<file path="src/design/dcnc_mac.sv">
// Two-stage multiply-accumulate of the real part of sample times conjugate tap, for the up and down chirp correlations.
module dcnc_mac #(
    parameter int CW = 41
) (
    input  logic                 clk,
    input  logic                 rst_n,
    input  logic                 clear,
    input  logic                 valid,
    input  logic [31:0]          sample,
    input  logic [31:0]          up_tap,
    input  logic [31:0]          down_tap,
    output logic                 busy,
    output logic signed [CW-1:0] corr_up,
    output logic signed [CW-1:0] corr_down
);
    logic signed [31:0] p_ur_reg, p_ui_reg, p_dr_reg, p_di_reg;
    logic               v_reg;
    logic signed [CW-1:0] acc_up_reg, acc_down_reg;
    logic signed [15:0] xr, xi, ur, ui, dr, di;

    assign xr = sample[31:16];
    assign xi = sample[15:0];
    assign ur = up_tap[31:16];
    assign ui = up_tap[15:0];
    assign dr = down_tap[31:16];
    assign di = down_tap[15:0];

    always_ff @(posedge clk or negedge rst_n)
    begin
        if (!rst_n)
        begin
            v_reg <= 1'b0;
        end
        else
        begin
            v_reg <= valid && !clear;
        end
    end

    always_ff @(posedge clk)
    begin
        p_ur_reg <= xr * ur;
        p_ui_reg <= xi * ui;
        p_dr_reg <= xr * dr;
        p_di_reg <= xi * di;
        if (clear)
        begin
            acc_up_reg   <= '0;
            acc_down_reg <= '0;
        end
        else if (v_reg)
        begin
            acc_up_reg   <= acc_up_reg + CW'(p_ur_reg) + CW'(p_ui_reg);
            acc_down_reg <= acc_down_reg + CW'(p_dr_reg) + CW'(p_di_reg);
        end
    end

    assign busy      = v_reg;
    assign corr_up   = acc_up_reg;
    assign corr_down = acc_down_reg;
endmodule

</file>
<file path="config.mk">
export PLATFORM = sky130hd
export DESIGN_NAME = dcnc_mac
export DESIGN_NICKNAME = d
export VERILOG_FILES = /design/src/design/dcnc_mac.sv
export SDC_FILE = /design/constraint.sdc
export NUM_CORES = 2
export LEC_CHECK = 0
export ABC_CLOCK_PERIOD_IN_PS = 4380
export BUFFER_PORTS_ARGS = -buffer_cell sky130_fd_sc_hd__buf_2
export CAP_MARGIN = 20
export CORE_UTILIZATION = 50
export CTS_BUF_LIST = sky130_fd_sc_hd__clkbuf_8
export DETAILED_ROUTE_END_ITERATION = 16
export PLACE_DENSITY = 0.72
export SLEW_MARGIN = 40
export SYNTH_ARGS = -nofsm -noshare
export SYNTH_HDL_FRONTEND = slang
export SYNTH_SLANG_ARGS = --single-unit
export TNS_END_PERCENT = 5
</file>
<file path="constraint.sdc">
create_clock -name clk -period 4.38 [get_ports clk]
set_input_delay 0.438 -clock clk [delete_from_list [all_inputs] [get_ports clk]]
set_output_delay 0.438 -clock clk [all_outputs]
set_load 0.02 [all_outputs]
</file>
# Word-level counts from Yosys, hierarchy flattened
# Cells that the tools add are included.
dict set report word_totals {
  register_bits 211
  input_bits 100
  output_inout_bits 83
  wordCells 17
}
dict set report classes {
  add_sub_neg 4
  multipliers 4
  n_reduce_logical 2
}
# cell count
set op_table {}
lappend op_table {{$add A41 B32 Y41} 4}
lappend op_table {{$mul A16 B16 Y32} 4}
lappend op_table {{$logic_and A1 B1 Y1} 1}
lappend op_table {{$logic_not A1 Y1} 1}

# Depth between registers and ports, before layout
dict set report depth {
  ltp_word 2
  ltp_mapped 26
  depth_no_buf 25
}

# Worst setup path after synthesis
# OpenSTA, ideal clock, no wires.
dict set report synth_path {
  kind {input-to-reg}
  start {in down_tap[23]}
  end {reg p_dr_reg[30]}
  arrival_ns 6.197
  required_ns 4.258
  setup_slack_ns -1.939
  cell_stages 23
  n_path_buf 1
  cell_sequence {clkbuf_1 > nand2_1 > fa_1 > inv_1 > fa_1 > inv_1 > fa_1 > inv_1 > fa_1 > fa_1 > inv_1 > fa_1 > inv_1 > ha_1 > and3_1 > and2_1 > a32o_1 > a31oi_1 > a31oi_1 > a221o_1 > o31ai_2 > nor3b_1 > a311o_1}
}
dict set report synth_via {
  elab_chain_cells 1
}
# element line_no
set synth_lines {}
lappend synth_lines {{start: declaration} 11} ;# input logic [31:0] down_tap,
lappend synth_lines {{$mul A16 B16 Y32} 44} ;# p_dr_reg <= xr * dr;
lappend synth_lines {{end signal: assignment} 44}
lappend synth_lines {{end: declaration} 16} ;# logic signed [31:0] p_ur_reg, p_ui_reg, p_dr_reg, p_di_reg;
# No other way between the ends.
# A chain may end at the register's enable or synchronous reset.

# Worst setup path after layout
dict set report layout_path {
  start {in down_tap[22]}
  end {reg p_dr_reg[30]}
}
# The elaborated chain is that of the path after synthesis.

==> results.md <==
* Status: complete, but fails checks
* Violated checks: setup timing
* Fillers at 8301
* Post-synth cell types at 86
* Number of flops mapped to enable cells by yosys at 0
* Total Routed Length at 124 mm
* Final net count at 7664
* Vias at 37993
* Peak Freq at 176 MHz
* PnR worst setup slack at -1.30 ns
* Worst reg-to-reg path cell count at 14
* Average size of a mapped cell at 9.35 µm²
* Min cycle time layout at about 5.7 ns
* Antenna-violating nets left at 0
* Worst rel slew slack at 0.497
* RePlAce Congestion at 0.951
* Synth area leaders: fa_1, ha_1, inv_1
* Largest net degree at the start of global routing at 45
* First-pass detailed-route iteration total at 5
* Worst EP required at 4.83 ns
* Setup slack, reg-to-reg at 0.34 ns
* Hold path depth at 2
* Most common cell in the netlist: inv_1
* Worst skew pair latency at 0.57 ns
* Period utilisation layout at 1.30
* Post-layout util at 0.599
* Worst slew pin tran at ~0.75 ns
* Hold Path Class: in -> reg
* Chip width at around 320 µm
* Wirelength per Cell at around 17 µm
* Setup Skew at 0.0282 ns
* Slew Viols, Final at 0
* Setup violations, final at 85
* DRT iter0 DRCs at 1960
* First-pass GRT wire length at approximately 210 mm
* Grt ovf at 0
* IO buf count at 182
* FFs w/ async S/R, synth at 0.00474
* Number of global-route vias before repair at 42069
* Most frequent cells after synthesis: inv_1, fa_1, nand2_1, and2_1, ha_1
* CP startpoint kind: primary input
* RSZ-0062 raised after global routing: yes
* Worst Path Max Fanout at 9
* Initial antenna violation count at 4
* Clk slew on worst S/H paths at 0.07 ns
* Setup TNS at -59.25 ns
* CTS max path bufs at 3
* Synth Instances at 5351
* Remaining DRCs at 0
* # rows at 115
* Synth area leader: fa_1
* Die Span Y at 318 µm
* Gr usage total at 0.254
* Pre-CTS setup slack at -2.05 ns
* Die Area at roughly 100000 µm²
* Setup Crit Path Kind: in -> reg
* Initial core utilization at 0.507
* Inserted Clock Buffers at 34
* Synth Warn # at 0
* Syn Std Cell Area at 50000 µm²
* Root buffer cell: clkbuf_8
* Syn Nets at 6987
* Max_cap viols at 0
* Dpl hpwl at 108 mm
* Placeable Area at 98700 µm²
* Synth Register Bits at 211
* Sequential fraction of the synthesis area at 0.0846
* Share of cells above drive strength 1 at 0.185
* CTS tree: yes
* Final hold vios at 0
* DR vias/cell at 5.17
* Total clock sinks at 211
* Area share of the largest cell type after synthesis at 0.452
* Htree depth at 2
* Synth Flop Type: dfxtp_1
* CP Data Arrival Time at between 6 and 7 ns
* I/O Pins at 183
* Layout overhead on the synthesized area at 18.2%
* Crit end category: register
## what timing repair did
item | 4_1_cts | 5_1_grt
pin swaps | 64 | 78
hold buffers | 1 | 0
gates cloned | 0 | 2
hold endpoints to repair | 1 | 0
setup endpoints to repair | 86 | 90
gates resized for setup | 182 | 131
setup buffers | 10 | 5
## kinds of logic (layout without fill, tap and decap cells)
| kind of cell | count (synthesis) | in the layout | share of synthesized area |
|---|---|---|---|
| buffers and inverters | 1363 | 2066 | 0.102 |
| and+or+nand+nor | 1464 | 1464 | 0.144 |
| adders and majority gates | 1536 | 1536 | 0.554 |
| muxes | 51 | 51 | 0.0103 |
| other | 0 | 1 | 0 |
| DFF | 211 | 211 | 0.0846 |
| xor gates and xnor gates | 207 | 207 | 0.0363 |
| AOI/OAI and AO/OA | 519 | 519 | 0.0688 |
## placed cells by master, fill, tap and decap left out, types with 13 or more instances in the layout
cell	instances
buf_2	136
and3_1	16
inv_2	20
o21ai_0	63
nor2_1	212
nand2_1	548
xnor2_1	155
and2_4	26
ha_4	22
a31oi_1	15
nand2b_1	34
fa_2	32
dfxtp_1	210
inv_1	1148
nor2b_1	17
o21bai_1	24
a211oi_1	18
buf_12	26
o21a_1	25
buf_6	37
o21ai_1	13
nand3_1	35
nor3_1	36
a21oi_1	130
and2_1	471
fa_1	1098
a21o_1	77
nand4_1	15
mux2i_1	49
xor2_1	47
clkbuf_8	41
ha_1	379
buf_4	623
a21oi_2	29
## path summary, 6_finish.rpt
path                           endpoint          from
setup / recovery           p_dr_reg[30]  down_tap[22]
hold / removal                     busy         valid
setup reg to reg            corr_up[39]    corr_up[1]
hold reg to reg            corr_down[0]  corr_down[0]
max in group asynchronous          busy         rst_n
min in group asynchronous          busy         rst_n
## per-layer routing
layer | share of wire | global-route usage | vias to the layer above | wire [µm]
met5 | 0.00026 | 0 | - | 32
met4 | 0.032 | 0.0727 | 6 | 4010
met3 | 0.061 | 0.0421 | 239 | 7630
met2 | 0.51 | 0.454 | 948 | 63400
met1 | 0.40 | 0.314 | 19319 | 49200
li1 | - | - | 17481 | -
## metrics by stage
stage | instance area [µm²] | cells | hold slack, ns
2_1_floorplan | 50400 | 5351 | 0.142
3_3_place_gp | 57000 | 7261 | 0.213
3_5_place_dp | 57000 | 7261 | 0.214
4_1_cts | 58500 | 7334 | 0.0990
5_1_grt | 59100 | 7342 | 0.101
6_report | 59100 | 7342 | 0.118
## worst max-delay path, stage by stage
cell	delay, ns
buf_8	0.11
and2_4	0.15
fa_1	0.55
inv_2	0.04
fa_1	0.52
fa_1	0.43
fa_1	0.53
inv_2	0.05
fa_1	0.49
fa_1	0.57
ha_4	0.21
a21o_1	0.16
a21o_1	0.18
a21o_1	0.17
a32o_2	0.24
a31oi_4	0.19
a31oi_4	0.13
a221o_1	0.36
o31ai_2	0.28
nor3b_1	0.08
a311o_1	0.26
## final cells by class
| type | instances | area, µm² | share of cell area |
|---|---|---|---|
| sequential | 211 | 4230 | 0.0716 |
| timing repair buffer | 837 | 6490 | 0.110 |
| multi-input combinational | 3777 | 41600 | 0.704 |
| antenna | 1 | 2.50 | 0.0000423 |
| inverter | 1167 | 4380 | 0.0741 |
| clock inverter | 21 | 224 | 0.00379 |
| tap | 1287 | 1610 | 0.0272 |
| clock buffer | 41 | 564 | 0.00955 |
Power is left out: the tool's default activity adds up to more than one toggle a clock period on the data nets, which glitch-free logic cannot reach.
