File: src/design/dcnc_ratio.sv
// Bit-serial signed Q16.16 ratio with saturation: corr * 65536 / psum.
module dcnc_ratio #(
    parameter int CW = 41,
    parameter int VW = 32
) (
    input  logic                 clk,
    input  logic                 rst_n,
    input  logic                 start,
    input  logic signed [CW-1:0] corr,
    input  logic [VW-1:0]        divisor,
    output logic                 done,
    output logic signed [31:0]   ratio,
    output logic                 sat
);
    localparam int DW = CW + 16;
    localparam int KW = $clog2(DW + 1);
    localparam logic [DW-1:0] LIM = DW'(64'h8000_0000);

    logic [DW-1:0] sh_reg;
    logic [VW:0]   rem_reg;
    logic [VW-1:0] dv_reg;
    logic          neg_reg;
    logic [KW-1:0] cnt_reg;
    logic          busy_reg;
    logic          done_reg;
    logic [CW-1:0] mag;
    logic [VW:0]   trial;
    logic          ge;

    assign mag   = corr[CW-1] ? CW'(-corr) : CW'(corr);
    assign trial = {rem_reg[VW-1:0], sh_reg[DW-1]};
    assign ge    = trial >= {1'b0, dv_reg};

    always_ff @(posedge clk or negedge rst_n)
    begin
        if (!rst_n)
        begin
            busy_reg <= 1'b0;
            done_reg <= 1'b0;
            cnt_reg  <= '0;
        end
        else
        begin
            done_reg <= 1'b0;
            if (start)
            begin
                busy_reg <= 1'b1;
                cnt_reg  <= '0;
            end
            else if (busy_reg)
            begin
                cnt_reg <= cnt_reg + 1'b1;
                if (cnt_reg == KW'(DW - 1))
                begin
                    busy_reg <= 1'b0;
                    done_reg <= 1'b1;
                end
            end
        end
    end

    always_ff @(posedge clk)
    begin
        if (start)
        begin
            sh_reg  <= {mag, 16'b0};
            rem_reg <= '0;
            dv_reg  <= divisor;
            neg_reg <= corr[CW-1];
        end
        else if (busy_reg)
        begin
            sh_reg  <= {sh_reg[DW-2:0], ge};
            rem_reg <= ge ? trial - {1'b0, dv_reg} : trial;
        end
    end

    always_comb
    begin
        sat   = 1'b0;
        ratio = '0;
        if (neg_reg)
        begin
            if (sh_reg > LIM)
            begin
                sat   = 1'b1;
                ratio = 32'sh8000_0000;
            end
            else
            begin
                ratio = -$signed(sh_reg[31:0]);
            end
        end
        else
        begin
            if (sh_reg >= LIM)
            begin
                sat   = 1'b1;
                ratio = 32'sh7fff_ffff;
            end
            else
            begin
                ratio = $signed(sh_reg[31:0]);
            end
        end
    end

    assign done = done_reg;
endmodule

File: config.mk
export PLATFORM = sky130hd
export DESIGN_NAME = dcnc_ratio
export DESIGN_NICKNAME = d
export VERILOG_FILES = /design/src/design/dcnc_ratio.sv
export SDC_FILE = /design/constraint.sdc
export NUM_CORES = 1
export LEC_CHECK = 0
export ABC_AREA = 0
export BUFFER_PORTS_ARGS = -buffer_cell sky130_fd_sc_hd__buf_2
export CORE_UTILIZATION = 25
export CTS_CLUSTER_SIZE = 25
export DETAILED_ROUTE_END_ITERATION = 10
export GPL_TIMING_DRIVEN = 0
export PLACE_DENSITY = 0.39
export SLEW_MARGIN = 20
export SYNTH_ARGS = -nofsm -noshare
export SYNTH_HDL_FRONTEND = slang
export SYNTH_SLANG_ARGS = --single-unit
File: constraint.sdc
create_clock -name clk -period 5.3 [get_ports clk]
set_clock_uncertainty 0.15 [all_clocks]
set_input_delay 1.325 -clock clk [delete_from_list [all_inputs] [get_ports clk]]
set_output_delay 1.325 -clock clk [all_outputs]
set_load 0.01 [all_outputs]
; ---- Word level (Yosys, flattened, before mapping)
; Cells that the tools add are included.
[op_classes]
add_sub_neg = 4
order_cmp = 3
n_eq_ne = 1
n_mux = 18
reduce_logical = 1
[ops]
columns = operator, count
row1 = 2-to-1 mux 32 bit, 4
row2 = 2-to-1 mux 57 bit, 2
row3 = greater-or-equal comparator 57 x 32 -> 1 bit (second input constant), 1
row4 = greater-than comparator 57 x 32 -> 1 bit (second input constant), 1
row5 = 2-to-1 mux 41 bit, 1
row6 = negation 41 bit, 1
row7 = greater-or-equal comparator 33 x 32 -> 1 bit, 1
row8 = negation 32 bit, 1
row9 = subtractor 32 bit, 1
row10 = 2-to-1 mux 6 bit, 2
row11 = 2-to-1 mux 1 bit, 9
row12 = adder 6 x 1 -> 6 bit (second input constant), 1
row13 = equality test 6 bit (second input constant), 1
row14 = nonzero test 2 bit, 1
[word_totals]
regBits = 130
in_bits = 76
output_inout_bits = 34
wordCells = 35

; ---- Longest topological paths before layout
[logic_depth]
word_depth = 4
ltp_mapped = 13
ltp_nobuf = 12

; ---- Least setup slack after synthesis
; OpenSTA, ideal clock, no wires.
[synth_timing]
kind = reg2out
from = reg sh_reg[0]
to = out ratio[10]
arrival_ns = 3.024
required_ns = 3.825
slack_ns = 0.801
path_stages_with_launch = 12
n_path_buf = 2
cell_sequence = dfxtp_1 > inv_1 > ha_1 > or3b_2 > clkbuf_1 > nor4_2 > nand2b_1 > nand2b_4 > o41ai_2 > nand3_1 > clkbuf_1 > o311ai_0
[synth_between]
elab_chain_cells = 3
elab_cells_between_ends = 6
cone_classes = add/sub (1) / order compare (2) / mux (3)
[synth_rtl]
columns = item, line
row1 = from (decl), 19  ; logic [DW-1:0] sh_reg;
row2 = from (signal assigned), 66  ; sh_reg <= {mag, 16'b0};
row3 = from (signal assigned), 73  ; sh_reg <= {sh_reg[DW-2:0], ge};
row4 = greater-or-equal comparator 57 x 32 -> 1 bit (tied with other cells), 96  ; if (sh_reg >= LIM)
row5 = 2-to-1 mux 32 bit (on tied branches), "96, 84"
row6 = 2-to-1 mux 32 bit *, 82  ; if (neg_reg)
row7 = to (decl), 12  ; output logic signed [31:0] ratio,
; Mark *: on every way between the ends. The rest lies on a longest branch, timed or not.

; ---- Worst setup path in the final report
[layout_timing]
from = reg sh_reg[0]
to = out ratio[8]
; The elaborated chain is that of the path after synthesis.

==> impl_metrics.py <==
metrics = {
    "yosys": {
        "yosys-top-cells-count": "nor2_1 (81), edfxtp_1 (74), nand2_1 (69)",
        "synth_cell_types": 67,
        "synth-async-reset-ratio": 0.0615,
        "synth_warnings": 0,
        "ys_ff_latch": 130,
        "syn-cell-area_um2": 8680,
        "synth_top_cell_area_share": 0.256,
        "syn_area_per_cell_um2": 9.12,
        "yosys.area.top_type": "edfxtp_1",
        "synth_top_flop_cell": "edfxtp_1",
        "ys_seq_area_frac": 0.390,
        "yosysMostFrequentCell": "nor2_1",
        "synth_edf_count": 74,
        "syn-num-nets": 1065,
        "syn_inst": 952,
        "yosys-top-cells-area": "edfxtp_1 (26%), dfxtp_1 (11%), xnor2_1 (5.5%)",
    },
    "final_layout": {
        "nNetsFinal": 1198,
        "finalNonFillerCells": 1547,
        "drive_gt1_frac": 0.168,
        "area_growth_pct": 21.0,
        "fin_util": 0.310,
        "nFillCells": 3619,
        "largest_reg_flops": 57,
    },
    "critical_path": {
        "crit_family": "simple AND/OR/NAND/NOR gates",
        "reg2reg_depth": 12,
        "crit_path_end_kind": "primary output",
        "slowest_delay_ns": 0.44,
        "worst-path-stages": 12,
        "cp.buffers_inverters": 3,
        "timing.critical_path.arrival_ns": 3.65,
        "cp.required_ns": 3.83,
        "crit_type": "register to primary output",
        "path_max_fanout": 10,
        "slowest_stage": "or3b_4",
        "path_cells": "inv_1 -> ha_1 -> or3b_4 -> nor4_4 -> nand2b_1 -> nand2b_4 -> o41ai_4 -> buf_1 -> and3_1 -> o21ai_0 -> o311ai_1 -> buf_2",
        "worstSetupStartpointType": "register",
    },
    "global_route": {
        "antenna_found_initial": 1,
        "overflow": 0,
        "grt_pass1_vias": 7687,
        "grt_pass1_wl_um": 43800,
        "grt_max_degree": 35,
        "grt_usage": 0.159,
    },
    "power": {
        "powerDensity_nw_per_um2": 347,
        "peakVddDrop_mv": 0.256,
        "leakage_uw": 0.00427,
    },
    "timing": {
        "relSlewSlack": 0.425,
        "fin_crit_ns": 5.12,
        "max_freq_ghz": 0.195,
        "setup_violations": 0,
        "timing.final.crit_share": 0.967,
        "slew_violations": 0,
        "worst_slew_pin_slew_ns": 0.856,
        "hold_viol": 0,
    },
    "drt": {
        "dr_total_vias": 7718,
        "dr.first_iter.drc_count": 386,
        "drc": 0,
        "vias_per_cell": 4.99,
        "first_pass_iters": 5,
        "wl_um": 27600,
        "ant_nets": 0,
        "detail_route.wl_per_cell_um": 17.8,
    },
    "floorplan": {
        "fp.dieH_um": 188,
        "rows": 67,
        "core-area_um2": 33900,
        "die_w_um": 188,
        "ios": 110,
        "initial_core_util": 0.256,
        "dieArea_um2": 35500,
    },
    "placed_design": {
        "dp_cells": 1510,
        "dp.final_hpwl_um": 20300,
        "port_buffers": 109,
        "gp_congestion": 0.818,
    },
    "clock_network": {
        "clock_latency_ns": 0.43,
        "cts-htree-levels": 4,
        "path_clk_slew_ns": 0.06,
        "cts-root-buf": "clkbuf_16",
        "cts.path.max_buffers": 2,
        "cts_buffers": 17,
        "cts_hold_buf": 0,
        "tritoncts": "done",
        "clock_sinks": 130,
    },
    "job": {
        "drv_cap": 0,
    },
    "run_status": {
        "status": "finished clean",
    },
    "hold_path": {
        "hold_depth": 2,
        "hold_class": "register to register",
    },
}
## layout by cell type, fill, tap and decap left out, drive strengths merged, types with 36 or more instances in the layout
master,netlist,layout
a21oi,47,47
a22o,41,41
o21ai,65,65
dfxtp,48,48
nor2,81,81
edfxtp,74,74
xnor2,55,55
clkbuf,45,63
buf,9,127
ha,36,36
nand2,69,69
inv,53,53
## layer usage
layer / global-route usage / share of wire
met2: 0.264 / 0.47
met4: 0.0344 / 0.0062
met5: 0 / 0
met3: 0.0332 / 0.039
met1: 0.212 / 0.48
## tightest hold or removal path: cells and delay by family (launching register included)
family	cells	cell delay (ns)
AO/OA/AOI/OAI	2	0.12
flip-flops	1	0.32
## layout make-up
class	count	area (um^2)	share of cell area
Sequential cell	130	3380	0.322
Inverter	53	199	0.0189
Clock buffer	22	475	0.0453
Antenna cell	1	2.50	0.000238
Multi-Input combinational cell	715	4970	0.474
Buffer	53	221	0.0211
Timing Repair Buffer	115	603	0.0574
Tap cell	448	561	0.0534
Clock inverter	10	82.6	0.00786
## where the power goes
part / internal (uW) / total, uW / switching (uW)
Sequential: 1200 / 1310 / 109
Combinational: 501 / 1180 / 683
Clock: 680 / 1140 / 464
Total: 2390 / 3640 / 1260
## final timing paths
kind	end	start	slack, ns
setup / recovery	ratio[8]	sh_reg[0]	0.18
hold / removal	rem_reg[31]	rem_reg[31]	0.32
setup reg to reg	rem_reg[25]	dv_reg[9]	1.49
hold reg to reg	rem_reg[31]	rem_reg[31]	0.32
max in group asynchronous	cnt_reg[3]	rst_n	4.23
min in group asynchronous	done	rst_n	0.58
## through the flow
stage | setup TNS (ns) | instance area, um^2 | hold WS, ns | total power [uW] | setup slack [ns]
2_1_floorplan | 0 | 8680 | 0.290 | 2140 | 0.801
3_5_place_dp | -0.161 | 9810 | 0.320 | 2490 | -0.0523
5_1_grt | -0.0140 | 10500 | 0.358 | 3900 | -0.0133
4_1_cts | 0 | 10500 | 0.333 | 3690 | 0.0665
3_3_place_gp | -0.410 | 9790 | 0.310 | 2490 | -0.109
6_report | 0 | 10500 | 0.323 | 3640 | 0.176
## kinds of logic after synthesis
logic type | synth area share
muxes | 0.0417
and+or+nand+nor | 0.171
xor gates and xnor gates | 0.0696
buffers and inverters | 0.0467
AOI/OAI and AO/OA | 0.227
DFF | 0.390
adders and majority gates | 0.0542
## repair_timing
| item | 4_1_cts | 5_1_grt |
|---|---|---|
| buffers inserted | 4 | 1 |
| cloned | 0 | 0 |
| endpoints found under the setup margin | 30 | 20 |
| gates resized for setup | 28 | 12 |
| pin swaps | 2 | 2 |
(Power assumes the default switching activity.)
